### src/hw/rtl/cpa_pkg.sv
// ----------------------------------------------------------------------------
// cpa_pkg
// Shared types, codes and defaults for the contiguous page allocator.
// ----------------------------------------------------------------------------
`default_nettype none

package cpa_pkg;

    localparam int DEF_NUM_PAGES  = 16;
    localparam int DEF_PAGE_BYTES = 64;

    localparam int REQ_W    = 2;
    localparam int BYTES_W  = 11;
    localparam int PAGE_W   = 5;
    localparam int STATUS_W = 2;

    // request codes
    localparam logic [REQ_W-1:0] REQ_ALLOC = 2'd0;
    localparam logic [REQ_W-1:0] REQ_FREE  = 2'd1;
    localparam logic [REQ_W-1:0] REQ_CLEAR = 2'd2;

    // result status codes
    localparam logic [STATUS_W-1:0] STS_OK            = 2'd0;
    localparam logic [STATUS_W-1:0] STS_INVALID       = 2'd1;
    localparam logic [STATUS_W-1:0] STS_ALREADY_FREE  = 2'd2;
    localparam logic [STATUS_W-1:0] STS_OUT_OF_BOUNDS = 2'd3;

    typedef enum logic [1:0] {
        S_IDLE,
        S_EXEC,
        S_SCAN
    } state_t;

    // controller to datapath
    typedef struct packed {
        logic load;         // latch the request, reset the scan
        logic step;         // move the scan one page on
        logic finish_exec;  // post the result of a free, clear or invalid item
        logic finish_scan;  // post the result of an allocate scan
    } cmd_t;

    // datapath to controller
    typedef struct packed {
        logic start_scan;   // item at the input is an allocate of nonzero size
        logic hit;          // current page completes a free run
        logic last;         // current page is the top page
        logic out_free;     // output register can take a result this cycle
    } sts_t;

endpackage

`default_nettype wire

### src/hw/rtl/cpa_ctrl.sv
// ----------------------------------------------------------------------------
// cpa_ctrl
// Controller state machine: accepts an item, sequences the page scan and
// posts the result when the output register has room.
// ----------------------------------------------------------------------------
`default_nettype none

module cpa_ctrl (
    input  wire logic          clk,
    input  wire logic          rst_n,
    input  wire logic          in_valid,
    output logic               in_ready,
    input  wire cpa_pkg::sts_t sts,
    output cpa_pkg::cmd_t      cmd
);
    import cpa_pkg::*;

    state_t state_reg;
    state_t state_next;

    always_ff @(posedge clk or negedge rst_n)
    begin
        if (!rst_n)
        begin
            state_reg <= S_IDLE;
        end
        else
        begin
            state_reg <= state_next;
        end
    end

    always_comb
    begin
        state_next = state_reg;
        unique case (state_reg)
            S_IDLE:
            begin
                if (in_valid)
                begin
                    state_next = sts.start_scan ? S_SCAN : S_EXEC;
                end
            end
            S_EXEC:
            begin
                if (sts.out_free)
                begin
                    state_next = S_IDLE;
                end
            end
            S_SCAN:
            begin
                if ((sts.hit || sts.last) && sts.out_free)
                begin
                    state_next = S_IDLE;
                end
            end
            default:
            begin
                state_next = S_IDLE;
            end
        endcase
    end

    always_comb
    begin
        in_ready = 1'b0;
        cmd      = '0;
        unique case (state_reg)
            S_IDLE:
            begin
                in_ready = 1'b1;
                cmd.load = in_valid;
            end
            S_EXEC:
            begin
                cmd.finish_exec = sts.out_free;
            end
            S_SCAN:
            begin
                // a finished scan holds its page until the output has room
                if (sts.hit || sts.last)
                begin
                    cmd.finish_scan = sts.out_free;
                end
                else
                begin
                    cmd.step = 1'b1;
                end
            end
            default:
            begin
                in_ready = 1'b0;
            end
        endcase
    end

endmodule

`default_nettype wire

### src/hw/rtl/cpa_datapath.sv
// ----------------------------------------------------------------------------
// cpa_datapath
// Taken map, request registers, first-fit run scanner and output register.
// ----------------------------------------------------------------------------
`default_nettype none

module cpa_datapath #(
    parameter int NUM_PAGES  = cpa_pkg::DEF_NUM_PAGES,
    parameter int PAGE_BYTES = cpa_pkg::DEF_PAGE_BYTES
) (
    input  wire logic                           clk,
    input  wire logic                           rst_n,
    input  wire logic [cpa_pkg::REQ_W-1:0]      req_type,
    input  wire logic [cpa_pkg::BYTES_W-1:0]    alloc_bytes,
    input  wire logic [cpa_pkg::PAGE_W-1:0]     page_id,
    input  wire cpa_pkg::cmd_t                  cmd,
    output cpa_pkg::sts_t                       sts,
    output logic                                out_valid,
    input  wire logic                           out_ready,
    output logic [cpa_pkg::STATUS_W-1:0]        status,
    output logic [cpa_pkg::PAGE_W-1:0]          first_page,
    output logic [cpa_pkg::PAGE_W-1:0]          page_count
);
    import cpa_pkg::*;

    localparam int IDX_W = $clog2(NUM_PAGES);
    localparam int CNT_W = $clog2(NUM_PAGES + 1);
    // a run stops growing once it covers the request, so this width holds it
    localparam int RB_W  = $clog2((1 << BYTES_W) + PAGE_BYTES);

    logic [NUM_PAGES-1:0] taken_reg;
    logic [NUM_PAGES-1:0] taken_next;

    logic [REQ_W-1:0]   req_reg;
    logic [BYTES_W-1:0] bytes_reg;
    logic [PAGE_W-1:0]  page_id_reg;

    logic [IDX_W-1:0] idx_reg;
    logic [CNT_W-1:0] run_reg;
    logic [RB_W-1:0]  run_bytes_reg;

    logic                out_valid_reg;
    logic [STATUS_W-1:0] status_reg;
    logic [PAGE_W-1:0]   first_page_reg;
    logic [PAGE_W-1:0]   page_count_reg;

    logic                cur_free;
    logic [CNT_W-1:0]    run_n;
    logic [RB_W-1:0]     run_bytes_n;
    logic [IDX_W-1:0]    start_idx;
    logic                free_id_ok;
    logic [IDX_W-1:0]    free_idx;
    logic [STATUS_W-1:0] res_status;
    logic [PAGE_W-1:0]   res_first;
    logic [PAGE_W-1:0]   res_count;

    // scanner: extend or restart the free run at the current page
    always_comb
    begin
        cur_free    = !taken_reg[idx_reg];
        run_n       = cur_free ? run_reg + CNT_W'(1) : '0;
        run_bytes_n = cur_free ? run_bytes_reg + RB_W'(PAGE_BYTES) : '0;
        start_idx   = idx_reg - IDX_W'(run_reg);
    end

    assign sts.start_scan = (req_type == REQ_ALLOC) && (alloc_bytes != '0);
    assign sts.hit        = cur_free && (run_bytes_n >= RB_W'(bytes_reg));
    assign sts.last       = (32'(idx_reg) == 32'(NUM_PAGES - 1));
    assign sts.out_free   = !out_valid_reg || out_ready;

    assign free_id_ok = (page_id_reg != '0) && (32'(page_id_reg) <= 32'(NUM_PAGES));
    assign free_idx   = IDX_W'(page_id_reg - PAGE_W'(1));

    always_comb
    begin
        taken_next = taken_reg;
        res_status = STS_INVALID;
        res_first  = '0;
        res_count  = '0;
        if (cmd.finish_scan)
        begin
            if (sts.hit)
            begin
                res_status = STS_OK;
                res_first  = PAGE_W'(32'(start_idx) + 1);
                res_count  = PAGE_W'(run_n);
                for (int j = 0; j < NUM_PAGES; j++)
                begin
                    if ((32'(j) >= 32'(start_idx)) && (32'(j) <= 32'(idx_reg)))
                    begin
                        taken_next[j] = 1'b1;
                    end
                end
            end
            else
            begin
                res_status = STS_OUT_OF_BOUNDS;
            end
        end
        else if (cmd.finish_exec)
        begin
            priority if (req_reg == REQ_FREE)
            begin
                if (!free_id_ok)
                begin
                    res_status = STS_INVALID;
                end
                else if (!taken_reg[free_idx])
                begin
                    res_status = STS_ALREADY_FREE;
                end
                else
                begin
                    res_status           = STS_OK;
                    taken_next[free_idx] = 1'b0;
                end
            end
            else if (req_reg == REQ_CLEAR)
            begin
                res_status = STS_OK;
                taken_next = '0;
            end
            else
            begin
                // zero-size allocate and the unused code
                res_status = STS_INVALID;
            end
        end
    end

    always_ff @(posedge clk or negedge rst_n)
    begin
        if (!rst_n)
        begin
            taken_reg     <= '0;
            out_valid_reg <= 1'b0;
        end
        else
        begin
            taken_reg <= taken_next;
            if (cmd.finish_exec || cmd.finish_scan)
            begin
                out_valid_reg <= 1'b1;
            end
            else if (out_ready)
            begin
                out_valid_reg <= 1'b0;
            end
        end
    end

    always_ff @(posedge clk)
    begin
        if (cmd.load)
        begin
            req_reg       <= req_type;
            bytes_reg     <= alloc_bytes;
            page_id_reg   <= page_id;
            idx_reg       <= '0;
            run_reg       <= '0;
            run_bytes_reg <= '0;
        end
        else if (cmd.step)
        begin
            idx_reg       <= idx_reg + IDX_W'(1);
            run_reg       <= run_n;
            run_bytes_reg <= run_bytes_n;
        end
        if (cmd.finish_exec || cmd.finish_scan)
        begin
            status_reg     <= res_status;
            first_page_reg <= res_first;
            page_count_reg <= res_count;
        end
    end

    assign out_valid  = out_valid_reg;
    assign status     = status_reg;
    assign first_page = first_page_reg;
    assign page_count = page_count_reg;

endmodule

`default_nettype wire

### src/hw/rtl/contiguous_page_allocator.sv
// ----------------------------------------------------------------------------
// contiguous_page_allocator
// First-fit allocator of runs of consecutive pages over a one-bit taken map.
// ----------------------------------------------------------------------------
// An allocate item walks the taken map one page per cycle from the lowest
// page, keeping the length of the current free run in bytes, and stops at the
// first page where the run covers the requested size, or at the top page when
// no run fits. Free, clear, zero-size and unknown items need no walk and post
// their result straight from the exec state. One item is in work at a time; a
// finished result waits in the output register while the next item is
// accepted, and a finished item holds there until that register has room. The
// map resets to all pages free.
`default_nettype none

module contiguous_page_allocator #(
    parameter int NUM_PAGES  = cpa_pkg::DEF_NUM_PAGES,
    parameter int PAGE_BYTES = cpa_pkg::DEF_PAGE_BYTES
) (
    input  wire logic                        clk,
    input  wire logic                        rst_n,
    input  wire logic                        in_valid,
    output logic                             in_ready,
    input  wire logic [cpa_pkg::REQ_W-1:0]   req_type,
    input  wire logic [cpa_pkg::BYTES_W-1:0] alloc_bytes,
    input  wire logic [cpa_pkg::PAGE_W-1:0]  page_id,
    output logic                             out_valid,
    input  wire logic                        out_ready,
    output logic [cpa_pkg::STATUS_W-1:0]     status,
    output logic [cpa_pkg::PAGE_W-1:0]       first_page,
    output logic [cpa_pkg::PAGE_W-1:0]       page_count
);
    import cpa_pkg::*;

    cmd_t cmd;
    sts_t sts;

    cpa_ctrl u_ctrl (
        .clk      (clk),
        .rst_n    (rst_n),
        .in_valid (in_valid),
        .in_ready (in_ready),
        .sts      (sts),
        .cmd      (cmd)
    );

    cpa_datapath #(
        .NUM_PAGES  (NUM_PAGES),
        .PAGE_BYTES (PAGE_BYTES)
    ) u_datapath (
        .clk         (clk),
        .rst_n       (rst_n),
        .req_type    (req_type),
        .alloc_bytes (alloc_bytes),
        .page_id     (page_id),
        .cmd         (cmd),
        .sts         (sts),
        .out_valid   (out_valid),
        .out_ready   (out_ready),
        .status      (status),
        .first_page  (first_page),
        .page_count  (page_count)
    );

    // the input is not ready in the cycle after an item is accepted
    a_busy_after_accept: assert property (
        @(posedge clk) disable iff (!rst_n)
        (in_valid && in_ready) |=> !in_ready
    ) else $error("input taken again straight after an item");

    // a fresh result only comes out of a cycle spent working on an item
    a_result_from_work: assert property (
        @(posedge clk) disable iff (!rst_n)
        $rose(out_valid) |-> $past(!in_ready)
    ) else $error("result posted without an item in work");

    // only a successful allocate reports a run
    a_run_only_on_ok: assert property (
        @(posedge clk) disable iff (!rst_n)
        (out_valid && (status != STS_OK)) |-> ((first_page == '0) && (page_count == '0))
    ) else $error("run reported with an error status");

endmodule

`default_nettype wire

### config.mk
export PLATFORM = sky130hd
export DESIGN_NAME = contiguous_page_allocator
export DESIGN_NICKNAME = d
export VERILOG_FILES = /design/src/hw/rtl/cpa_pkg.sv /design/src/hw/rtl/cpa_ctrl.sv /design/src/hw/rtl/cpa_datapath.sv /design/src/hw/rtl/contiguous_page_allocator.sv
export SDC_FILE = /design/constraint.sdc
export NUM_CORES = 1
export LEC_CHECK = 0
export BUFFER_PORTS_ARGS = -buffer_cell sky130_fd_sc_hd__buf_2
export CAP_MARGIN = 20
export CELL_PAD_IN_SITES_DETAIL_PLACEMENT = 0
export CELL_PAD_IN_SITES_GLOBAL_PLACEMENT = 1
export CORE_AREA = 3 3 94 96
export CTS_CLUSTER_SIZE = 25
export DETAILED_ROUTE_END_ITERATION = 7
export DIE_AREA = 0 0 97 99
export PLACE_DENSITY = 0.92
export SYNTH_ARGS = -nofsm -noshare
export SYNTH_HDL_FRONTEND = slang
export SYNTH_HIERARCHICAL = 1
export SYNTH_SLANG_ARGS = --single-unit
### constraint.sdc
create_clock -name clk -period 11.5 [get_ports clk]
set_clock_uncertainty 0.1 [all_clocks]
set_input_delay 2.3 -clock clk [delete_from_list [all_inputs] [get_ports clk]]
set_output_delay 2.3 -clock clk [all_outputs]
set_load 0.02 [all_outputs]
**Yosys cells after proc, flatten, opt, wreduce, memory -nomap -nowiden**

Index checks and enable logic that the tools add are counted.

- Divide/modulo/power cells: 0
- Multiplexer cells: 52
- Reduce and logical (&&, ||, !) cells: 49
- Bitwise logic cells: 2
- $mul: 0
- Equal/unequal tests: 27
- Add/subtract/negate cells: 6
- Shift-type cells: 0
- Magnitude comparators: 35

Operator list:

| cell | count |
|---|---|
| $mux W16 | 7 |
| $reduce_and A6 Y1 | 16 |
| $ne A2 B2 Y1 const B | 18 |
| $le A4 B4 Y1 const A | 8 |
| $mux W1 | 29 |
| $ge A4 B4 Y1 const A | 7 |
| $mux W2 | 10 |
| $logic_and A1 B1 Y1 | 19 |
| $and A16 B16 Y16 | 1 |
| $ge A3 B4 Y1 const A | 4 |
| $le A3 B4 Y1 const A | 4 |
| $not A16 Y16 | 1 |
| $add A12 B7 Y12 const B | 1 |
| $ge A12 B11 Y1 | 1 |
| $mux W12 | 1 |
| $reduce_bool A11 Y1 | 1 |
| $lt A4 B5 Y1 const B | 2 |
| $bmux W1 S4 | 2 |
| $ge A1 B4 Y1 const A | 2 |
| $ge A2 B4 Y1 const A | 2 |
| $le A2 B4 Y1 const A | 2 |
| $pmux W2 S3 | 1 |
| $add A4 B1 Y5 const B | 1 |
| $add A5 B1 Y5 const B | 1 |
| 22 further kinds | 30 |

- Latch bits: 0
- Memory bits (writable): 0
- Memory bits (read-only): 0
- Memories kept: 0
- Word-level logic and storage cells: 198
- Flip-flop bits (word level): 70
- Output and inout bits: 14
- Bits of input ports: 22

**Longest topological paths before layout**

Gate-level depths: netlist of the first run.

- Depth in word-level cells: 12
- Gate-level depth with buffers: 20
- Depth with buffers taken out: 18

**Hierarchy**

Netlist of the first run, hierarchy kept.

Modules (own cells, without submodules):

| module | area an instance (um^2) | seq. area each (um^2) | times used | cells an instance |
|---|---|---|---|---|
| cpa_datapath | 3911.3 | 1746.7 | 1 | 382 |
| cpa_ctrl | 131.4 | 50.0 | 1 | 15 |

**Worst setup path before layout of the first run**

Ideal clock, no wire load.

- Kind: reg-to-reg
- From: register u_datapath.idx_reg[0]
- To: register u_datapath.taken_reg[14]
- Data required time: 11282 ps
- Buffers on the path: 2
- Path slack: 7321 ps
- Arrival: 3960 ps
- Clock period less this slack: 4179 ps
- Stages on the path, launching flop included: 20
- Library setup time: 118 ps
- Path through: dfxtp_1 -> buf_4 -> mux4_2 -> mux2i_1 -> mux2_2 -> buf_4 -> nand2_1 -> ha_1 -> o211ai_1 -> a211o_1 -> a31oi_1 -> o31ai_1 -> inv_1 -> o21ai_0 -> nor2_1 -> inv_1 -> nand2_1 -> nor3b_1 -> o21ai_0 -> a21o_1

RTL lines:

| element | line | RTL |
|---|---|---|
| from (decl) | cpa_datapath.sv:38 | `logic [IDX_W-1:0] idx_reg;` |
| from (signal assigned) | cpa_datapath.sv:165 | `idx_reg <= idx_reg + IDX_W'(1);` |
| to (signal assigned) | cpa_datapath.sv:140 | `taken_reg <= taken_next;` |
| to (decl) | cpa_datapath.sv:31 | `logic [NUM_PAGES-1:0] taken_reg;` |

==> results.toml, run 1 <==
[critical_path]
r2r-end = "u_datapath/taken_reg[14]$_DFFE_PN0P_"
crit_type = "reg -> reg"
endpoint_kind = "flop"
crit_slowest_cell = "dfxtp_1"
regToRegStartpoint = "u_datapath/idx_reg[0]$_SDFFE_PP0P_"
required_ps = 11690
arrival_ps = 5380
ff2ff_path_depth = 17
regToRegSetupSlack_ps = 6310
cp_cell_sequence = "mux4_2, mux2i_1, mux2_2, inv_1, nor2_1, ha_1, a211oi_1, a31oi_1, o31ai_1, inv_1, o21ai_0, nor2_1, inv_1, nand2_1, nor3b_1, o21ai_0, a21o_1"
start_kind = "flop"
max_stage_delay_ps = 610
crit_fanout = 14
crit_top_cell = "inv_1"

[synthesis]
synth_compound_area_share_pct = 13.4
synthAdderAreaFrac_pct = 8.54
ys_seq_elements = 70
ys_seq_area_share_pct = 44.4
synth_top_family_by_area = "simple AND/OR/NAND/NOR gates"
synth_cells = 397
ys_types = 54
synth_area_sq_um = 4040
ys.flop_type = "edfxtp_1"
synthArstFlopShare_pct = 27.1
yosysWarningCount = 6
synth_xor_xnor_area_share_pct = 4.92
synthSimpleGateAreaFrac_pct = 16.1
synthMuxAreaShare_pct = 7.83
synth_edf_count = 30
syn_avg_cell_area_sq_um = 10.2
synth_nets = 446

[cells_and_area]
layout.nets = 476
drive_gt1_share_pct = 16.2
largest_register_ffs = 16
final_common_cell = "nor2_1"
multi_input_area_sq_um = 2060
layout_common_cells = "nor2_1, buf_2, edfxtp_1, a21oi_1, inv_1"
post-route-util_pct = 55.0
final_cells = 537
seq_area_sq_um = 1800
nFillCells = 696
antenna-diode-count = 0
syn2layout_area_growth_pct = 10.6

[clock_network]
clk_latency_ps = 350
postCtsSetupRepairBufs = 0
hold_buffers = 0
root_buffer = "clkbuf_8"
clkSinkCount = 70
clk_pin_slew_worst_paths_ps = 90
numCtsBuffers = 9
tritoncts = "built"
cts-htree-levels = 3
cts_max_path_buffers = 2
cts-resized-gates = 0

[place]
io_buffers = 35
dpl.cell_count = 521
place.gp.congestion = 0.879
hpwl_um = 6450

[timing]
setup-tns-final_ps = 0
worst_slew_pin_slew_ps = 832
holdWs_ps = 357
drv_slew = 0
max-slew-margin-rel_pct = 44.4
finalHoldViolCount = 0
setup_violations = 0
timing.final.crit_share_pct = 45.2
rsz0062_at_grt = "no"
max_freq_mhz = 193
post-route-min-period_ps = 5190

[floorplan]
die_y_um = 99
start_util_pct = 49.7
core-area_sq_um = 8130
dieArea_sq_um = 9600
placementRows = 33
pin_count = 36
die_w_um = 97

[min_path]
worstHoldEndpoint = "u_datapath/run_bytes_reg[1]$_SDFFE_PP0P_"
min_path_type = "reg -> reg"
min_path_cells = 1
hold_start = "u_datapath/run_bytes_reg[1]$_SDFFE_PP0P_"

[power_and_ir_drop]
total_power_uw = 954
clockPowerShare_pct = 20.7
seqPwrFrac_pct = 39.0
leakagePower_nw = 1.81
powerDensity_nw_per_um2 = 213
internal-power_uw = 573
combPwrFrac_pct = 40.4
switchingPower_uw = 380
ir_worst_vdd_mv = 0.107
netSwitchingFraction_pct = 39.9

[global_route]
grt_pass1_wl_um = 14800
grt_usage_pct = 19.1
overflow = 0
grt_max_degree = 27
grt_pass1_vias = 3152
antenna_found_initial = 0

[drt]
wirelength_um = 8580
drc = 0
ant_nets = 0
dr.first_iter.drc_count = 260
firstDrtPassIters = 5
wire_per_inst_um = 16.0
num_vias = 3058
vias_per_cell = 5.69

[run]
max-cap-violations = 0

[run_status]
status = "complete, no violations"
==> metrics by stage <==
stage | setup slack [ps] | area [sq um]
detailed placement | 6350 | 4280
floorplan | 7320 | 4040
global route | 5680 | 4470
CTS | 6310 | 4470
finish | 6310 | 4470
global placement | 6720 | 4280
==> cell usage after synthesis, types with 5 or more instances <==
library cell,number,area [sq um]
nor2_1,41,154
edfxtp_1,30,901
a21oi_1,29,145
inv_1,27,101
ha_1,26,325
nand2_1,25,93.8
dfxtp_1,21,420
dfrtp_1,19,475
o21ai_0,19,95.1
and2_1,16,100
xnor2_1,12,105
mux2i_1,11,110
clkbuf_1,10,37.5
nand2b_1,10,62.6
nand3_1,9,45.0
mux4_2,8,180
nor3_1,8,40.0
xor2_1,7,61.3
a221o_1,5,50.1
a31oi_1,5,31.3
==> critical path: cells and delay by family (launching register included) <==
kind,cells,cell delay [ps]
compound gates,6,1510
fa+ha+maj,1,290
buf+inv,3,510
flops,1,610
mux,3,1080
simple gates,4,1030
==> logic make-up after synthesis <==
kind of cell / count (synthesis)
and+or+nand+nor: 131
AOI/OAI and AO/OA: 82
DFF: 70
buffers and inverters: 45
adders and majority gates: 27
xor gates and xnor gates: 21
muxes: 21
==> worst max path at each step <==
stage	start	endpoint	slack [ps]
after floorplan	u_datapath/idx_reg[0]$_SDFFE_PP0P_	u_datapath/taken_reg[14]$_DFFE_PN0P_	7320
after global placement	u_datapath/idx_reg[0]$_SDFFE_PP0P_	u_datapath/taken_reg[14]$_DFFE_PN0P_	6720
after detailed placement	u_datapath/idx_reg[0]$_SDFFE_PP0P_	u_datapath/taken_reg[14]$_DFFE_PN0P_	6350
after CTS	u_datapath/idx_reg[0]$_SDFFE_PP0P_	u_datapath/taken_reg[14]$_DFFE_PN0P_	6310
after global routing	u_datapath/idx_reg[0]$_SDFFE_PP0P_	u_datapath/taken_reg[14]$_DFFE_PN0P_	5680
final	u_datapath/idx_reg[0]$_SDFFE_PP0P_	u_datapath/taken_reg[14]$_DFFE_PN0P_	6310
==> power by group through the flow <==
stage / clock, mW / sequential, mW / combinational, mW
after floorplan: 0 / 0.359 / 0.303
after global placement: 0 / 0.374 / 0.374
after detailed placement: 0 / 0.376 / 0.381
after CTS: 0.202 / 0.370 / 0.384
after global routing: 0.215 / 0.379 / 0.431
final: 0.197 / 0.371 / 0.385
==> per-layer routing <==
metal | GRT usage, % | vias up | wire length, um
met1 | 23.7 | 1443 | 3590
li1 | - | 1471 | -
met3 | 6.30 | 23 | 654
met5 | 0 | - | 0
met2 | 31.5 | 121 | 4140
met4 | 6.37 | 0 | 192
==> area by class of cell <==
cell class	count	area share (%)
Clock buffer	9	2.77
Clock inverter	7	1.65
Tap cell	105	2.94
Sequential cell	70	40.2
Multi-Input combinational cell	282	46.0
Inverter	27	2.27
Timing Repair Buffer	37	4.25
Note: power is estimated with default switching activity, not from simulation.
==> run 2, diff against run 1 <==
--- a/config.mk
+++ b/config.mk
@@ -5,15 +5,16 @@
 export SDC_FILE = /design/constraint.sdc
 export NUM_CORES = 1
 export LEC_CHECK = 0
+export ABC_AREA = 1
 export BUFFER_PORTS_ARGS = -buffer_cell sky130_fd_sc_hd__buf_2
 export CAP_MARGIN = 20
 export CELL_PAD_IN_SITES_DETAIL_PLACEMENT = 0
 export CELL_PAD_IN_SITES_GLOBAL_PLACEMENT = 1
-export CORE_AREA = 3 3 94 96
+export CORE_AREA = 3 3 109 111
 export CTS_CLUSTER_SIZE = 25
 export DETAILED_ROUTE_END_ITERATION = 7
-export DIE_AREA = 0 0 97 99
-export PLACE_DENSITY = 0.92
+export DIE_AREA = 0 0 112 114
+export PLACE_DENSITY = 0.84
 export SYNTH_ARGS = -nofsm -noshare
 export SYNTH_HDL_FRONTEND = slang
 export SYNTH_HIERARCHICAL = 1
==> constraint.sdc (replaced) <==
create_clock -name clk -period 4.35 [get_ports clk]
set_clock_uncertainty 0.1 [all_clocks]
set_input_delay 0.87 -clock clk [delete_from_list [all_inputs] [get_ports clk]]
set_output_delay 0.87 -clock clk [all_outputs]
set_load 0.02 [all_outputs]
==> run 2 against run 1 <==
Effect of this change:
- sequential share of layout area fell by 4.0 points
- fmax rose by 30%
- final area rose by 12%
- critical path type unchanged
- critical endpoint is now u_datapath/taken_reg[1]$_DFFE_PN0P_
- highest routed layer unchanged
==> results.toml, run 2 <==
[clock_network]
clk_latency_ps = 350
tritoncts = "built"
clk_pin_slew_worst_paths_ps = 80
root_buffer = "clkbuf_8"
cts_max_path_buffers = 2
hold_buffers = 0
numCtsBuffers = 9
clkSinkCount = 70
cts-htree-levels = 3

[floorplan]
pin_count = 36
core-area_sq_um = 10900
start_util_pct = 40.8
placementRows = 38
dieArea_sq_um = 12800
die_y_um = 114
die_w_um = 112

[timing]
setup-tns-final_ps = 0
worst_slew_pin_slew_ps = 573
post-route-min-period_ps = 3980
finalHoldViolCount = 0
max-slew-margin-rel_pct = 61.8
drv_slew = 0
max_freq_mhz = 251
holdWs_ps = 333
setup_violations = 0
timing.final.crit_share_pct = 91.5
rsz0062_at_grt = "no"

[synthesis]
synth_edf_count = 30
ys_types = 41
synth_area_leader_cell = "edfxtp_1"
synth.top_cell.area_share_pct = 20.3
yosysWarningCount = 6
synthTopCellsByArea = "edfxtp_1, dfrtp_1, nand2_1, dfxtp_1, ha_1"
synth_nets = 621
ys.flop_type = "edfxtp_1"
synthTopCellsByCount = "nand2_1, inv_1, nor2_1, o21ai_0, a21oi_1"
syn_avg_cell_area_sq_um = 7.77
ys_seq_elements = 70
synth_cells = 572
synth.most_common_cell = "nand2_1"
ys_seq_area_share_pct = 40.4
synth_area_sq_um = 4440
synthArstFlopShare_pct = 27.1

[cells_and_area]
layout.nets = 663
post-route-util_pct = 45.8
layout_common_cells = "nand2_1, inv_1, nor2_1, o21ai_0"
final_common_cell = "nand2_1"
antenna-diode-count = 0
largest_register_ffs = 16
drive_gt1_share_pct = 17.1
syn2layout_area_growth_pct = 12.3

[critical_path]
endpoint_kind = "flop"
crit_type = "reg -> reg"
max_stage_delay_ps = 410
crit_fanout = 9
start_kind = "flop"
required_ps = 4500
crit_top_cell = "nand2_1"
arrival_ps = 4130
crit_slowest_cell = "dfxtp_2"

[global_route]
antenna_found_initial = 0
overflow = 0
grt_usage_pct = 17.1
grt_max_degree = 29
grt_pass1_wl_um = 17500
grt_pass1_vias = 3668

[drt]
dr.first_iter.drc_count = 291
ant_nets = 0
wirelength_um = 10700
drc = 0
firstDrtPassIters = 5
wire_per_inst_um = 14.1
num_vias = 3870
vias_per_cell = 5.10

[run_status]
status = "complete, no violations"

[place]
hpwl_um = 7960
place.gp.congestion = 0.914
io_buffers = 35

[power_and_ir_drop]
leakagePower_nw = 2.31
ir_worst_vdd_mv = 0.404
powerDensity_nw_per_um2 = 564

[run]
max-cap-violations = 0

[min_path]
min_path_type = "reg -> reg"
run 2: cells by family after synthesis:
family,after synthesis,share of synthesized area (%)
fa+ha+maj,27,7.77
flops,70,40.4
xor+xnor,8,1.58
compound gates,114,15.0
simple gates,244,24.8
buf+inv,109,10.4
run 2: cell type report:
| cell class | instances | area [sq um] |
|---|---|---|
| Clock buffer | 10 | 128 |
| Timing Repair Buffer | 45 | 250 |
| Tap cell | 140 | 175 |
| Sequential cell | 70 | 1800 |
| Inverter | 94 | 369 |
| Fill cell | 1071 | 5900 |
| Multi-Input combinational cell | 394 | 2220 |
| Clock inverter | 6 | 46.3 |
run 2: worst max-delay path, delay by kind of cell, from the launching register on:
kind	cells	cell delay, ps
compound gates	5	600
fa+ha+maj	1	280
buf+inv	5	570
flops	1	410
simple gates	19	1900
run 2: power by group:
group	internal, mW	switching [mW]
sequential	0.879	0.133
combinational	0.432	0.895
clock	0.210	0.265
run 2: per-stage QoR:
stage / cell area (sq um) / total power, mW / setup slack (ps) / cells
detailed placement: 4770 / 2.30 / 140 / 741
finish: 4990 / 2.81 / 369 / 759
CTS: 4940 / 2.79 / 113 / 757
global placement: 4770 / 2.27 / 298 / 741
global route: 4990 / 3.06 / 3.28 / 759
floorplan: 4440 / 1.95 / 411 / 572
run 2: worst paths after layout:
path	slack [ps]	endpoint	cells past startpoint	start
setup / recovery	370	u_datapath/taken_reg[1]$_DFFE_PN0P_	30	u_datapath/idx_reg[2]$_SDFFE_PP0P_
hold / removal	330	u_datapath/run_bytes_reg[0]$_SDFFE_PP0P_	2	u_datapath/run_bytes_reg[0]$_SDFFE_PP0P_
setup reg to reg	370	u_datapath/taken_reg[1]$_DFFE_PN0P_	30	u_datapath/idx_reg[2]$_SDFFE_PP0P_
hold reg to reg	330	u_datapath/run_bytes_reg[0]$_SDFFE_PP0P_	2	u_datapath/run_bytes_reg[0]$_SDFFE_PP0P_
max in group asynchronous	3460	u_datapath/taken_reg[4]$_DFFE_PN0P_	1	rst_n
min in group asynchronous	360	u_datapath/taken_reg[15]$_DFFE_PN0P_	1	rst_n
run 2: metal layers:
| layer | routed length, um | global-route usage, % | vias to the layer above | share of wire (%) |
|---|---|---|---|---|
| met5 | 0 | 0 | - | 0 |
| met4 | 306 | 6.57 | 0 | 2.9 |
| met3 | 730 | 4.03 | 24 | 6.8 |
| met2 | 4790 | 27.7 | 118 | 45 |
| li1 | - | - | 1953 | - |
| met1 | 4850 | 22.5 | 1775 | 45 |
run 2: repair_timing:
item | 4_1_cts | 5_1_grt
endpoints found under the setup margin | 0 | 17
setup buffers | 0 | 1
gates resized for setup | 0 | 11
==> run 3, diff against run 2 <==
--- a/config.mk
+++ b/config.mk
@@ -15,6 +15,7 @@
 export DETAILED_ROUTE_END_ITERATION = 7
 export DIE_AREA = 0 0 112 114
 export PLACE_DENSITY = 0.84
+export RECOVER_POWER = 50
 export SYNTH_ARGS = -nofsm -noshare
 export SYNTH_HDL_FRONTEND = slang
 export SYNTH_HIERARCHICAL = 1
==> run 3 against run 2 <==
Effect of this change:
- the flow now finishes with violations (capacitance limit, slew limit)
- power fell by 0.45%
- die area stayed put
- clock power hardly changed
- setup slack better by 5.0 ps
- flip-flop and latch count unchanged
- register-to-register slack barely moved
- critical path type unchanged
- critical endpoint unchanged
==> results.toml, run 3 (synthesized netlist as in run 2, its figures left out) <==
[floorplan]
placementRows = 38
dieArea_sq_um = 12800
start_util_pct = 40.8
core-area_sq_um = 10900
die_w_um = 112
pin_count = 36
die_y_um = 114

[critical_path]
endpoint_kind = "flop"
crit_type = "reg -> reg"
crit_fanout = 9
required_ps = 4500
crit_slowest_cell = "dfxtp_2"
start_kind = "flop"
cp_top_family = "simple AND/OR/NAND/NOR gates"
arrival_ps = 4120
r2r-end = "u_datapath/taken_reg[1]$_DFFE_PN0P_"
crit_top_cell = "nand2_1"
critPathBufInv = 5
regToRegStartpoint = "u_datapath/idx_reg[2]$_SDFFE_PP0P_"
ff2ff_path_depth = 30
regToRegSetupSlack_ps = 370
max_stage_delay_ps = 410
critPathLaunch = "u_datapath/idx_reg[2]$_SDFFE_PP0P_"

[drt]
drc = 0
num_vias = 3845
vias_per_cell = 5.07
firstDrtPassIters = 6
wire_per_inst_um = 14.1
dr.first_iter.drc_count = 292
wirelength_um = 10700
ant_nets = 0

[timing]
post-route-min-period_ps = 3980
worst_slew_pin_slew_ps = 1530
finalHoldViolCount = 0
rsz0062_at_grt = "no"
setup_violations = 0
drv_slew = 29
max_freq_mhz = 251
setup-tns-final_ps = 0
timing.final.crit_share_pct = 91.4
max-slew-margin-rel_pct = -1.89

[global_route]
grt_pass1_wl_um = 17500
grt_max_degree = 29
grt_usage_pct = 17.1
overflow = 0
antenna_found_initial = 0
grt_pass1_vias = 3668

[cells_and_area]
final_common_cell = "nand2_1"
drive_gt1_share_pct = 13.6
largest_register_ffs = 16
layout.nets = 663
syn2layout_area_growth_pct = 11.6
antenna-diode-count = 0
layout_common_cells = "nand2_1, inv_1, nor2_1, o21ai_0, a21oi_1"
nFillCells = 1083
postLayoutCellArea_sq_um = 4960

[clock_network]
cts-htree-levels = 3
cts_max_path_buffers = 2
clk_latency_ps = 360
tritoncts = "built"
clkSinkCount = 70
numCtsBuffers = 9
root_buffer = "clkbuf_8"
hold_buffers = 0
clk_pin_slew_worst_paths_ps = 80

[place]
dpl_cell_area_sq_um = 4770
hpwl_um = 7960
place.gp.congestion = 0.914
io_buffers = 35

[min_path]
min_path_cells = 2
worstHoldEndpoint = "u_datapath/run_bytes_reg[0]$_SDFFE_PP0P_"
min_path_type = "reg -> reg"
hold_start = "u_datapath/run_bytes_reg[0]$_SDFFE_PP0P_"

[power_and_ir_drop]
powerDensity_nw_per_um2 = 565
ir_worst_vdd_mv = 0.393
leakagePower_nw = 2.25

[run_status]
violations = "capacitance limit, slew limit"
status = "finished with violations"

[run]
max-cap-violations = 1
-- run 3: cell types whose count changed in the layout (fill, tap and decap cells not counted), sizes merged --
cell and delta:
buf -21, clkbuf +21
-- run 3: what timing repair did --
action | in CTS | in global routing
endpoints found under the setup margin | 0 | 17
buffers inserted | 0 | 1
resized for setup | 0 | 11
-- run 3: worst register-to-register path, delay by kind of cell (launching register included) --
family | cells | cell delay, ps
compound gates | 5 | 600
fa+ha+maj | 1 | 280
buf+inv | 5 | 570
flops | 1 | 410
simple gates | 19 | 1890
-- run 3: layer usage --
layer | vias to the layer above | wire length, um | share of wire [%] | GRT usage [%]
li1 | 1951 | - | - | -
met1 | 1782 | 5040 | 47 | 22.5
met2 | 96 | 4880 | 45 | 27.7
met3 | 16 | 571 | 5.3 | 4.03
met4 | 0 | 235 | 2.2 | 6.57
met5 | - | 0 | 0 | 0
-- run 3: per-stage QoR --
stage	total power [mW]	instances	hold slack (ps)	util, %	setup WS, ps
2_1_floorplan	1.95	572	308	-	411
3_3_place_gp	2.27	741	316	43.8	298
3_5_place_dp	2.30	741	318	43.8	140
4_1_cts	2.79	757	330	45.4	113
5_1_grt	3.05	759	354	45.5	3.28
6_report	2.80	759	332	45.5	374
-- run 3: layout make-up --
cell class                 count  area (sq um)  share of cell area [%]
clock buffer                  10           128                    2.57
clock inverter                 6          46.3                   0.934
inverter                      94           369                    7.44
multi-input combinational    394          2220                    44.7
sequential                    70          1800                    36.4
tap                          140           175                    3.53
timing repair buffer          45           221                    4.47
-- run 3: report_power, final --
part	internal, mW	switching, mW	leakage, nW
logic	0.418	0.893	1.45
clock network	0.210	0.263	0.0829
registers	0.882	0.134	0.711
-- run 3: worst max path at each step --
stage / end / slack (ps) / cells after the start
after floorplan: u_datapath/taken_reg[5]$_DFFE_PN0P_ / 410 / 29
after global placement: u_datapath/taken_reg[1]$_DFFE_PN0P_ / 300 / 25
after detailed placement: u_datapath/taken_reg[14]$_DFFE_PN0P_ / 140 / 32
after CTS: u_datapath/taken_reg[14]$_DFFE_PN0P_ / 110 / 32
after global routing: u_datapath/taken_reg[12]$_DFFE_PN0P_ / 3 / 30
final: u_datapath/taken_reg[1]$_DFFE_PN0P_ / 370 / 30
